**config.mk**
```make
export PLATFORM = sky130hd
export DESIGN_NAME = centronics_printer_port
export DESIGN_NICKNAME = d
export VERILOG_FILES = /design/src/hdl/cpp_pkg.sv /design/src/hdl/centronics_printer_port.sv /design/src/hdl/cpp_handshake.sv /design/src/hdl/cpp_capture.sv
export VERILOG_INCLUDE_DIRS = /design/src /design/src/hdl
export SDC_FILE = /design/constraint.sdc
export NUM_CORES = 1
export LEC_CHECK = 0
export BUFFER_PORTS_ARGS = -buffer_cell sky130_fd_sc_hd__buf_2
export CAP_MARGIN = 20
export CELL_PAD_IN_SITES_DETAIL_PLACEMENT = 1
export CELL_PAD_IN_SITES_GLOBAL_PLACEMENT = 2
export CORE_MARGIN = 2
export CORE_UTILIZATION = 40
export DETAILED_ROUTE_END_ITERATION = 10
export PLACE_DENSITY_LB_ADDON = 0.1
export SLEW_MARGIN = 10
export SYNTH_ARGS = -nofsm -noshare
export SYNTH_HDL_FRONTEND = slang
export SYNTH_SLANG_ARGS = --single-unit
export TNS_END_PERCENT = 1
```
**constraint.sdc**
```tcl
create_clock -name clk -period 12.6 [get_ports clk]
set_clock_uncertainty 0.1 [all_clocks]
set_input_delay 3.15 -clock clk [delete_from_list [all_inputs] [get_ports clk]]
set_output_delay 3.15 -clock clk [all_outputs]
set_load 0.02 [all_outputs]
```
**src/hdl/centronics_printer_port_assert.svh**
```systemverilog
// Assertion macros shared by the printer port modules.
`ifndef CENTRONICS_PRINTER_PORT_ASSERT_SVH
`define CENTRONICS_PRINTER_PORT_ASSERT_SVH

`ifndef SYNTH

`define CPP_ASSERT_ALW(lbl, clk, rst, cond) \
  lbl: assert property (@(posedge clk) disable iff (rst) (cond)) \
    else $error("assertion failed");

`define CPP_ASSERT_IMP(lbl, clk, rst, ante, cons) \
  lbl: assert property (@(posedge clk) disable iff (rst) (ante) |-> (cons)) \
    else $error("assertion failed");

`define CPP_ASSERT_NXT(lbl, clk, rst, ante, cons) \
  lbl: assert property (@(posedge clk) disable iff (rst) (ante) |=> (cons)) \
    else $error("assertion failed");

`else

`define CPP_ASSERT_ALW(lbl, clk, rst, cond)
`define CPP_ASSERT_IMP(lbl, clk, rst, ante, cons)
`define CPP_ASSERT_NXT(lbl, clk, rst, ante, cons)

`endif

`endif

```
**src/hdl/cpp_pkg.sv**
```systemverilog
// Types, constants and codes for the printer port.
`timescale 1ns / 1ps

package cpp_pkg;

  localparam int BUF_DEPTH = 4096;
  localparam int BUF_AW    = (BUF_DEPTH > 1) ? $clog2(BUF_DEPTH) : 1;
  localparam int FILL_W    = $clog2(BUF_DEPTH + 1);
  localparam int DROP_W    = 32;
  localparam int DUR_W     = 20;
  localparam int TIME_W    = 64;
  localparam int BYTE_W    = 8;
  localparam int CMD_W     = 3;
  localparam int APB_AW    = 3;
  localparam int APB_DW    = 32;
  localparam int S_DATA_W  = 80;
  localparam int M_DATA_W  = 64;

  // command codes
  localparam logic [CMD_W-1:0] CMD_READ     = 3'd0;
  localparam logic [CMD_W-1:0] CMD_WR_CTRL  = 3'd1;
  localparam logic [CMD_W-1:0] CMD_WR_DATA  = 3'd2;
  localparam logic [CMD_W-1:0] CMD_ONLINE   = 3'd3;
  localparam logic [CMD_W-1:0] CMD_TAKE_IRQ = 3'd4;
  localparam logic [CMD_W-1:0] CMD_CLEAR    = 3'd5;
  localparam logic [CMD_W-1:0] CMD_TIME     = 3'd6;

  // register index (paddr bit 2)
  localparam logic REG_BUSY_DUR = 1'b0;
  localparam logic REG_ACK_DUR  = 1'b1;

  localparam logic [DUR_W-1:0]  BUSY_DUR_RESET = 20'd1000;
  localparam logic [DUR_W-1:0]  ACK_DUR_RESET  = 20'd100;
  localparam logic [BYTE_W-1:0] DATA_RESET     = 8'hFF;
  localparam logic [BYTE_W-1:0] STAT_FIXED     = 8'h0C;
  localparam logic [BYTE_W-1:0] STAT_ACK       = 8'h02;
  localparam logic [BYTE_W-1:0] STAT_BUSY      = 8'h01;
  localparam int                CTL_STB_BIT    = 7;
  localparam int                CTL_PRIM_BIT   = 6;
  localparam logic [DROP_W-1:0] DROP_MAX       = '1;

  typedef enum logic [2:0] {
    S_IDLE,
    S_RETIRE_BUSY,
    S_RETIRE_ACK,
    S_EXEC,
    S_FINISH
  } state_t;

  typedef struct packed {
    logic              retire_busy;
    logic              retire_ack;
    logic              exec;
    logic              finish;
    logic [CMD_W-1:0]  cmd;
    logic [TIME_W-1:0] now;
    logic [BYTE_W-1:0] wv;
    logic              level;
  } hs_ctrl_t;

  typedef struct packed {
    logic              strobe;
    logic [BYTE_W-1:0] data_byte;
    logic [BYTE_W-1:0] rd;
    logic              irq_out;
  } hs_res_t;

endpackage

```
**src/hdl/centronics_printer_port.sv**
```systemverilog
// A command accepted in S_IDLE is sequenced through S_RETIRE_BUSY, S_RETIRE_ACK, S_EXEC and
// S_FINISH, which loads its result into m_tdata once m_tvalid is low or m_tready is high. A new
// command is taken only back in S_IDLE, after the BUSY retire, ACK retire, execute and ACK deadline add.
// The result register frees the input side while a result waits on m_tready.
// Reset: synchronous, active high; sequencer, handshake, counters and m_tvalid return to reset values,
// the capture memory is not cleared (the fill count covers it), nor are the item and result registers.
`timescale 1ns / 1ps

module centronics_printer_port (
  input  logic                         clk,
  input  logic                         rst,
  // slave stream
  input  logic                         s_tvalid,
  output logic                         s_tready,
  // [63:0] time_now, [71:64] write_value, [72] online_level, [79:73] zero
  input  logic [cpp_pkg::S_DATA_W-1:0] s_tdata,
  // [2:0] cmd
  input  logic [cpp_pkg::CMD_W-1:0]    s_tuser,
  // master stream
  output logic                         m_tvalid,
  input  logic                         m_tready,
  // [7:0] read_value, [8] interrupt_taken, [9] byte_accepted, [17:10] accepted_byte,
  // [30:18] buffer_fill, [62:31] dropped_total, [63] output_dirty
  output logic [cpp_pkg::M_DATA_W-1:0] m_tdata,
  // configuration
  input  logic                         psel,
  input  logic                         penable,
  input  logic                         pwrite,
  input  logic [cpp_pkg::APB_AW-1:0]   paddr,
  input  logic [cpp_pkg::APB_DW-1:0]   pwdata,
  output logic [cpp_pkg::APB_DW-1:0]   prdata,
  output logic                         pready
);
  import cpp_pkg::*;

  state_t            state;
  state_t            state_next;

  logic [CMD_W-1:0]  item_cmd;
  logic [TIME_W-1:0] item_time;
  logic [BYTE_W-1:0] item_wv;
  logic              item_level;

  logic [DUR_W-1:0]  busy_dur;
  logic [DUR_W-1:0]  ack_dur;

  logic [BYTE_W-1:0] res_rd;
  logic              res_irq;
  logic              res_acc;
  logic [BYTE_W-1:0] res_byte;

  hs_ctrl_t          hs_ctrl;
  hs_res_t           hs_res;
  logic              load_out;
  logic              clear;

  logic [FILL_W-1:0] fill;
  logic [DROP_W-1:0] dropped;
  logic              dirty;

  // configuration port
  assign pready = 1'b1;

  always_comb begin
    unique case (paddr[2])
      REG_BUSY_DUR: prdata = APB_DW'(busy_dur);
      REG_ACK_DUR:  prdata = APB_DW'(ack_dur);
      default:      prdata = '0;
    endcase
  end

  always_ff @(posedge clk) begin
    if (rst) begin
      busy_dur <= BUSY_DUR_RESET;
      ack_dur  <= ACK_DUR_RESET;
    end else if (psel && penable && pwrite && pready) begin
      unique case (paddr[2])
        REG_BUSY_DUR: busy_dur <= pwdata[DUR_W-1:0];
        REG_ACK_DUR:  ack_dur  <= pwdata[DUR_W-1:0];
        default: begin
        end
      endcase
    end
  end

  // sequencer
  always_ff @(posedge clk) begin
    if (rst) begin
      state <= S_IDLE;
    end else begin
      state <= state_next;
    end
  end

  always_comb begin
    state_next          = state;
    s_tready            = 1'b0;
    load_out            = 1'b0;
    hs_ctrl.retire_busy = 1'b0;
    hs_ctrl.retire_ack  = 1'b0;
    hs_ctrl.exec        = 1'b0;
    hs_ctrl.finish      = 1'b0;
    hs_ctrl.cmd         = item_cmd;
    hs_ctrl.now         = item_time;
    hs_ctrl.wv          = item_wv;
    hs_ctrl.level       = item_level;
    unique case (state)
      S_IDLE: begin
        s_tready = 1'b1;
        if (s_tvalid) begin
          state_next = S_RETIRE_BUSY;
        end
      end
      S_RETIRE_BUSY: begin
        hs_ctrl.retire_busy = 1'b1;
        state_next          = S_RETIRE_ACK;
      end
      S_RETIRE_ACK: begin
        hs_ctrl.retire_ack = 1'b1;
        state_next         = S_EXEC;
      end
      S_EXEC: begin
        hs_ctrl.exec = 1'b1;
        state_next   = S_FINISH;
      end
      S_FINISH: begin
        hs_ctrl.finish = 1'b1;
        if (!m_tvalid || m_tready) begin
          load_out   = 1'b1;
          state_next = S_IDLE;
        end
      end
      default: begin
        state_next = S_IDLE;
      end
    endcase
  end

  assign clear = hs_ctrl.exec && (item_cmd == CMD_CLEAR);

  always_ff @(posedge clk) begin
    if (s_tvalid && s_tready) begin
      item_cmd   <= s_tuser;
      item_time  <= s_tdata[TIME_W-1:0];
      item_wv    <= s_tdata[TIME_W +: BYTE_W];
      item_level <= s_tdata[TIME_W + BYTE_W];
    end
    if (hs_ctrl.exec) begin
      res_rd   <= hs_res.rd;
      res_irq  <= hs_res.irq_out;
      res_acc  <= hs_res.strobe;
      res_byte <= hs_res.data_byte;
    end
    if (load_out) begin
      m_tdata <= {dirty, dropped, fill, res_byte, res_acc, res_irq, res_rd};
    end
  end

  always_ff @(posedge clk) begin
    if (rst) begin
      m_tvalid <= 1'b0;
    end else if (load_out) begin
      m_tvalid <= 1'b1;
    end else if (m_tready) begin
      m_tvalid <= 1'b0;
    end
  end

  cpp_handshake u_handshake (
    .clk      (clk),
    .rst      (rst),
    .ctrl     (hs_ctrl),
    .busy_dur (busy_dur),
    .ack_dur  (ack_dur),
    .res      (hs_res)
  );

  cpp_capture u_capture (
    .clk     (clk),
    .rst     (rst),
    .capture (hs_res.strobe),
    .clear   (clear),
    .data_in (hs_res.data_byte),
    .fill    (fill),
    .dropped (dropped),
    .dirty   (dirty)
  );

  `include "centronics_printer_port_assert.svh"

  `CPP_ASSERT_IMP(a_out_from_finish, clk, rst, $rose(m_tvalid), $past(state == S_FINISH))
  `CPP_ASSERT_NXT(a_accept_starts, clk, rst, s_tvalid && s_tready, state == S_RETIRE_BUSY)
  `CPP_ASSERT_IMP(a_strobe_in_exec, clk, rst, hs_res.strobe, state == S_EXEC)

endmodule

```
**src/hdl/cpp_handshake.sv**
```systemverilog
// Control/data latches, BUSY/ACK handshake and deadline tracking.
`timescale 1ns / 1ps

module cpp_handshake (
  input  logic                      clk,
  input  logic                      rst,
  input  cpp_pkg::hs_ctrl_t         ctrl,
  input  logic [cpp_pkg::DUR_W-1:0] busy_dur,
  input  logic [cpp_pkg::DUR_W-1:0] ack_dur,
  output cpp_pkg::hs_res_t          res
);
  import cpp_pkg::*;

  logic              ctl_stb;
  logic              ctl_prim;
  logic [BYTE_W-1:0] data_latch;
  logic              busy;
  logic              ack_high;
  logic              irq;
  logic              online;
  logic              arm_ack;
  logic [TIME_W-1:0] busy_dl;
  logic [TIME_W-1:0] ack_dl;

  logic retire_en;
  logic busy_due;
  logic ack_due;
  logic prim_fall;
  logic stb_fall;
  logic strobe;

  assign retire_en = (ctrl.cmd == CMD_READ) || (ctrl.cmd == CMD_WR_CTRL) ||
                     (ctrl.cmd == CMD_WR_DATA) || (ctrl.cmd == CMD_ONLINE) ||
                     (ctrl.cmd == CMD_TIME);
  assign busy_due  = busy && (ctrl.now >= busy_dl);
  assign ack_due   = !ack_high && (ctrl.now >= ack_dl);
  assign prim_fall = ctl_prim && !ctrl.wv[CTL_PRIM_BIT];
  assign stb_fall  = ctl_stb && !ctrl.wv[CTL_STB_BIT] && ctrl.wv[CTL_PRIM_BIT] &&
                     online && !busy;
  assign strobe    = ctrl.exec && (ctrl.cmd == CMD_WR_CTRL) && !prim_fall && stb_fall;

  always_comb begin
    res.strobe    = strobe;
    res.data_byte = strobe ? data_latch : '0;
    res.rd        = '0;
    res.irq_out   = 1'b0;
    if (ctrl.cmd == CMD_READ) begin
      res.rd = {ctl_stb, ctl_prim, 6'b0} | STAT_FIXED |
               (ack_high ? STAT_ACK : '0) |
               ((busy || !online) ? STAT_BUSY : '0);
    end
    if (ctrl.cmd == CMD_TAKE_IRQ) begin
      res.irq_out = irq;
    end
  end

  always_ff @(posedge clk) begin
    if (rst) begin
      ctl_stb    <= 1'b1;
      ctl_prim   <= 1'b1;
      data_latch <= DATA_RESET;
      busy       <= 1'b0;
      ack_high   <= 1'b1;
      irq        <= 1'b0;
      online     <= 1'b1;
      arm_ack    <= 1'b0;
      busy_dl    <= '0;
      ack_dl     <= '0;
    end else if (ctrl.retire_busy) begin
      if (retire_en && busy_due) begin
        busy     <= 1'b0;
        ack_high <= 1'b0;
        ack_dl   <= busy_dl + TIME_W'(ack_dur);
        irq      <= 1'b1;
      end
    end else if (ctrl.retire_ack) begin
      if (retire_en && ack_due) begin
        ack_high <= 1'b1;
      end
    end else if (ctrl.exec) begin
      arm_ack <= strobe;
      case (ctrl.cmd)
        CMD_WR_CTRL: begin
          ctl_stb  <= ctrl.wv[CTL_STB_BIT];
          ctl_prim <= ctrl.wv[CTL_PRIM_BIT];
          if (prim_fall) begin
            busy     <= 1'b0;
            ack_high <= 1'b1;
            irq      <= 1'b0;
            busy_dl  <= ctrl.now;
            ack_dl   <= ctrl.now;
          end else if (stb_fall) begin
            busy     <= 1'b1;
            ack_high <= 1'b1;
            irq      <= 1'b0;
            busy_dl  <= ctrl.now + TIME_W'(busy_dur);
          end
        end
        CMD_WR_DATA: begin
          data_latch <= ctrl.wv;
        end
        CMD_ONLINE: begin
          online <= ctrl.level;
          if (!ctrl.level) begin
            busy     <= 1'b0;
            ack_high <= 1'b1;
            irq      <= 1'b0;
          end
        end
        CMD_TAKE_IRQ: begin
          irq <= 1'b0;
        end
        default: begin
        end
      endcase
    end else if (ctrl.finish) begin
      // second add of a strobe: ACK deadline follows the new BUSY deadline
      if (arm_ack) begin
        ack_dl <= busy_dl + TIME_W'(ack_dur);
      end
    end
  end

  `include "centronics_printer_port_assert.svh"

  `CPP_ASSERT_ALW(a_busy_ack_high, clk, rst, !busy || ack_high)
  `CPP_ASSERT_IMP(a_irq_rise, clk, rst, $rose(irq), $past(ctrl.retire_busy))
  `CPP_ASSERT_IMP(a_strobe_sets_busy, clk, rst, $past(strobe), busy && !irq)

endmodule

```
**src/hdl/cpp_capture.sv**
```systemverilog
// Capture buffer memory with fill count, drop counter and dirty flag.
`timescale 1ns / 1ps

module cpp_capture (
  input  logic                       clk,
  input  logic                       rst,
  input  logic                       capture,
  input  logic                       clear,
  input  logic [cpp_pkg::BYTE_W-1:0] data_in,
  output logic [cpp_pkg::FILL_W-1:0] fill,
  output logic [cpp_pkg::DROP_W-1:0] dropped,
  output logic                       dirty
);
  import cpp_pkg::*;

  logic [BYTE_W-1:0] mem [BUF_DEPTH];
  logic [FILL_W-1:0] count;
  logic [DROP_W-1:0] drops;
  logic              dirty_q;
  logic              has_room;
  logic              we;

  // readback of the last written entry, checked below
  logic              wr_q;
  logic [BUF_AW-1:0] wr_addr_q;
  logic [BYTE_W-1:0] wr_byte_q;
  logic              chk_q;
  logic [BYTE_W-1:0] exp_q;
  logic [BYTE_W-1:0] rd_data;

  assign has_room = count < FILL_W'(BUF_DEPTH);
  assign we       = capture && !clear && has_room;

  always_ff @(posedge clk) begin
    if (we) begin
      mem[count[BUF_AW-1:0]] <= data_in;
    end
    rd_data <= mem[wr_addr_q];
  end

  always_ff @(posedge clk) begin
    if (rst) begin
      count   <= '0;
      drops   <= '0;
      dirty_q <= 1'b0;
      wr_q    <= 1'b0;
      chk_q   <= 1'b0;
    end else begin
      wr_q  <= we;
      chk_q <= wr_q;
      if (clear) begin
        count   <= '0;
        drops   <= '0;
        dirty_q <= 1'b0;
      end else if (capture) begin
        dirty_q <= 1'b1;
        if (has_room) begin
          count <= count + 1'b1;
        end else if (drops != DROP_MAX) begin
          drops <= drops + 1'b1;
        end
      end
    end
  end

  always_ff @(posedge clk) begin
    if (we) begin
      wr_addr_q <= count[BUF_AW-1:0];
      wr_byte_q <= data_in;
    end
    exp_q <= wr_byte_q;
  end

  assign fill    = count;
  assign dropped = drops;
  assign dirty   = dirty_q;

  `include "centronics_printer_port_assert.svh"

  `CPP_ASSERT_ALW(a_fill_bound, clk, rst, count <= FILL_W'(BUF_DEPTH))
  `CPP_ASSERT_IMP(a_dirty_fall, clk, rst, $fell(dirty_q), $past(clear) || $past(rst))
  `CPP_ASSERT_IMP(a_readback, clk, rst, chk_q, rd_data == exp_q)

endmodule

```
==> metrics list <==
* Run status: finished, final reports clean
- In this run the tightest slew margin relative to its limit is 26.8%.
- Dividing the final minimum period by the clock period gives 58.8%.
- Share of the synthesized netlist area taken by xor and xnor gates: 5.87%
- The biggest area contributor in the post-synthesis netlist is sky130_fd_sc_hd__dfxtp_1.
* Highest-count cells in the layout ignoring fill and taps: sky130_fd_sc_hd__nand2_1, sky130_fd_sc_hd__dfxtp_1, sky130_fd_sc_hd__a21oi_1, sky130_fd_sc_hd__buf_2, sky130_fd_sc_hd__ha_1
- Global routing used 23.1% of the available tracks.
- Overall routed net length: 62,900 µm
* Number of port buffers: 187
* Sum of overflow across all layers after global routing: 0
- The first global-routing pass estimated 98,900 µm of wire.
- In the synthesized netlist, mux cells make up 1.83% of the area.
- In this run, the combinational gates consume 8.6% of the power.
- After clock tree synthesis, the setup repair step added 0 buffers.
* Clock share of power: 46.4%
- For this design the total switching power over the nets is 790 µW.
- Number of enable-type register cells in the synthesized netlist: 152
- Gates resized during post-CTS repair numbered 0.
* Mapped cell area: 0.0210 mm²
- Averaged over all synthesized cells, the footprint is 9.34 µm².
- The number of failing hold endpoints at the final stage is 0.
* Maximum frequency from static timing analysis: 135 MHz
- R2r setup slk: 7.85 ns
- Synthesized flop and latch total: 385
* Maximum number of pins on one net before global-route repair: 93
- Worst IR drop on VDD: 0.0961 mV
* Total vias in the final route: 17,315
* Via/cell ratio: 5.54
* Simple-gate portion of the synthesized area: 16.4%
* Tmin final: 7.41 ns
- Setup violations remaining at the end of the flow were counted as 0.
* Internal power: 2.28 mW
- Summing the areas of all compound-gate instances in the mapped netlist gives 16.4% of the synthesized area.
- Drt first pass iters: 5
- Total power density per cell area: 127 mW/mm²
- The share of total power dissipated in sequential elements is 44.9%.
- Buffers inserted to repair hold after CTS numbered 0.
- In the final routed layout, each cell accounts on average for 20.1 µm.
- Post-route total power: 3.07 mW
* Number of design-rule violations left by the first detailed-router iteration: 821
* Maximum root-to-sink buffer count: 3
* Source-to-sink clock delay at the later pin of the worst-skew pair: 0.60 ns
- Max Cap Violations: 0
- Largest cells by area after synthesis: sky130_fd_sc_hd__dfxtp_1, sky130_fd_sc_hd__edfxtp_1, sky130_fd_sc_hd__ha_1
- The worst setup path is launched from an input port.
* Type of the worst setup path: input port to primary output
- For the pin with the worst max-slew slack, the measured transition is 1.10 ns.
- FP Rows: 84
* Clock sink total: 385
- Compared with the post-synthesis result, the final layout area differs by 14.8%.
* Residual DRC count: 0
* Final estimated routing congestion in global placement: 0.820
* Top flip-flop cell by instance count after synthesis: sky130_fd_sc_hd__dfxtp_1
- After clock tree synthesis, the clock-pin slew on the worst setup and hold paths is 0.06 ns.
- The initial utilization of the core area, before any placement, comes to 40.2%.
- After legalization and detailed placement, the total HPWL measured 43,800 µm.
* Worst hold path class: register to register
- Die area: 0.0544 mm²
* Combinational family with the most area after synthesis: compound AO/OA/AOI/OAI gates
* Setup repair after global routing missed its margin: no
- Smallest setup slack after layout: 5.19 ns
* Area share of fa/ha/maj cells after synthesis: 10.3%
* Worst Path Arrival: 4.16 ns
- TritonCTS clock tree: built
- Summed over all cells, the static leakage comes to 9.18 nW.
- In this run the worst path has a maximum fanout of 24.
- The region available for standard cell placement spans 0.0522 mm².
- For this run, the register share of the synthesized area comes to 43.9%.
* Leading cell type in the layout, fill and taps excluded: sky130_fd_sc_hd__nand2_1
- Via count of the first global-routing pass: 17,712
- Net switching fraction of the power: 25.7%
- For this run, the post-layout net count is 2,693.
* Critical path capture point type: primary output
- Timing analysis after detailed placement gives a worst setup slack of 5.21 ns.
* Tightest hold margin: 0.316 ns
* Post-synth ARST share: 0%
- Fraction of synthesized cell area taken by the top area cell type: 22.2%
- Number of H-tree levels: 2
* Number of pins exceeding their max-slew limit in the final report: 0
- The die is 233 µm wide.
- Data required time at the worst endpoint: 9.35 ns
- Once layout is complete, the utilization of the core stands at 46.2%.
- Num CTS Buffers: 45
- During I/O placement, the number of pins put on the boundary was 224.
- Synthesis handed over a netlist of 2,251 instances.
- Residual antenna-violating net count after detailed routing: 0
* Height of the die: 233 µm
* Cell variety after synth: 80
- During synthesis, Yosys emitted a total of 0 warnings.
- Number of antenna violations at the first check in global routing: 2
* Fraction of final layout cells sized beyond drive strength 1: 14.1%
- The tree is rooted in a sky130_fd_sc_hd__clkbuf_16.
* Aggregate negative setup slack: 0 ns
-- metal layers --
| layer | vias up | wire length [µm] | global-route usage (%) |
|---|---|---|---|
| li1 | 8383 | - | - |
| met1 | 8573 | 29000 | 30.3 |
| met2 | 255 | 30000 | 39.5 |
| met3 | 100 | 2110 | 2.95 |
| met4 | 4 | 1750 | 7.34 |
| met5 | - | 33 | 0 |
-- kinds of logic after synthesis --
| logic type | count (synthesis) |
|---|---|
| buf+inv | 270 |
| flops | 385 |
| fa+ha+maj | 172 |
| simple gates | 709 |
| mux | 36 |
| other cells | 2 |
| compound gates | 536 |
| xor+xnor | 141 |
-- cell type report --
cell class,count,area [µm²]
Inverter,149,559
Antenna cell,3,7.51
Clock buffer,50,1140
Timing Repair Buffer,206,1090
Clock inverter,34,467
Tap cell,688,861
Multi-Input combinational cell,1609,10800
Sequential cell,385,9230
Fill cell,5984,28100
-- synth_stat cells (17+ instances only) --
library cell and instances:
sky130_fd_sc_hd__a211oi_1 52, sky130_fd_sc_hd__a21o_1 46, sky130_fd_sc_hd__a21oi_1 190, sky130_fd_sc_hd__a221oi_1 17, sky130_fd_sc_hd__and2_1 18, sky130_fd_sc_hd__and3_1 40
sky130_fd_sc_hd__and4_1 18, sky130_fd_sc_hd__buf_4 17, sky130_fd_sc_hd__clkbuf_1 79, sky130_fd_sc_hd__dfxtp_1 233, sky130_fd_sc_hd__edfxtp_1 152, sky130_fd_sc_hd__ha_1 170
sky130_fd_sc_hd__inv_1 149, sky130_fd_sc_hd__mux2_2 20, sky130_fd_sc_hd__nand2_1 251, sky130_fd_sc_hd__nand2b_1 17, sky130_fd_sc_hd__nand3_1 65, sky130_fd_sc_hd__nand4_1 57
sky130_fd_sc_hd__nor2_1 151, sky130_fd_sc_hd__nor4_1 19, sky130_fd_sc_hd__o211ai_1 28, sky130_fd_sc_hd__o21ai_0 94, sky130_fd_sc_hd__or3_1 21, sky130_fd_sc_hd__xnor2_1 89
sky130_fd_sc_hd__xor2_1 52
-- power by group through the flow --
stage | logic [mW] | clock network [mW] | registers [mW]
after floorplan | 0.185 | 0 | 1.39
after CTS | 0.268 | 1.47 | 1.38
after global routing | 0.302 | 1.51 | 1.39
final | 0.266 | 1.43 | 1.38
after global placement | 0.256 | 0 | 1.41
after detailed placement | 0.266 | 0 | 1.41
-- flip-flops by register name, summed over array words and instances, names as in the netlist, 8 cells and up --
signal / flops
u_handshake.busy_dl: 64
u_handshake.ack_dl: 64
item_time: 64
u_capture.fill: 13
res_byte: 8
u_capture.dropped: 32
item_wv: 8
m_tdata: 61
u_handshake.data_latch: 8
ack_dur: 20
busy_dur: 20
-- path summary, 6_finish.rpt --
kind	startpoint	to	cells after the start
min	res_rd[6]	m_tdata[6]	0
max	paddr[2]	prdata[7]	3
min reg2reg	res_rd[6]	m_tdata[6]	0
max reg2reg	item_time[54]	u_handshake.ack_dl[24]	10
-- critical path: stages --
cell	delay, ns
sky130_fd_sc_hd__buf_2	0.44
sky130_fd_sc_hd__mux2_2	0.40
sky130_fd_sc_hd__buf_2	0.16
-- through the flow --
stage / cell area, µm² / std cells
2_1_floorplan: 21100 / 2264
3_3_place_gp: 22500 / 3036
3_5_place_dp: 22500 / 3036
4_1_cts: 24100 / 3120
5_1_grt: 24100 / 3121
6_report: 24100 / 3124
No activity file was read; power rests on OpenSTA's default activity.
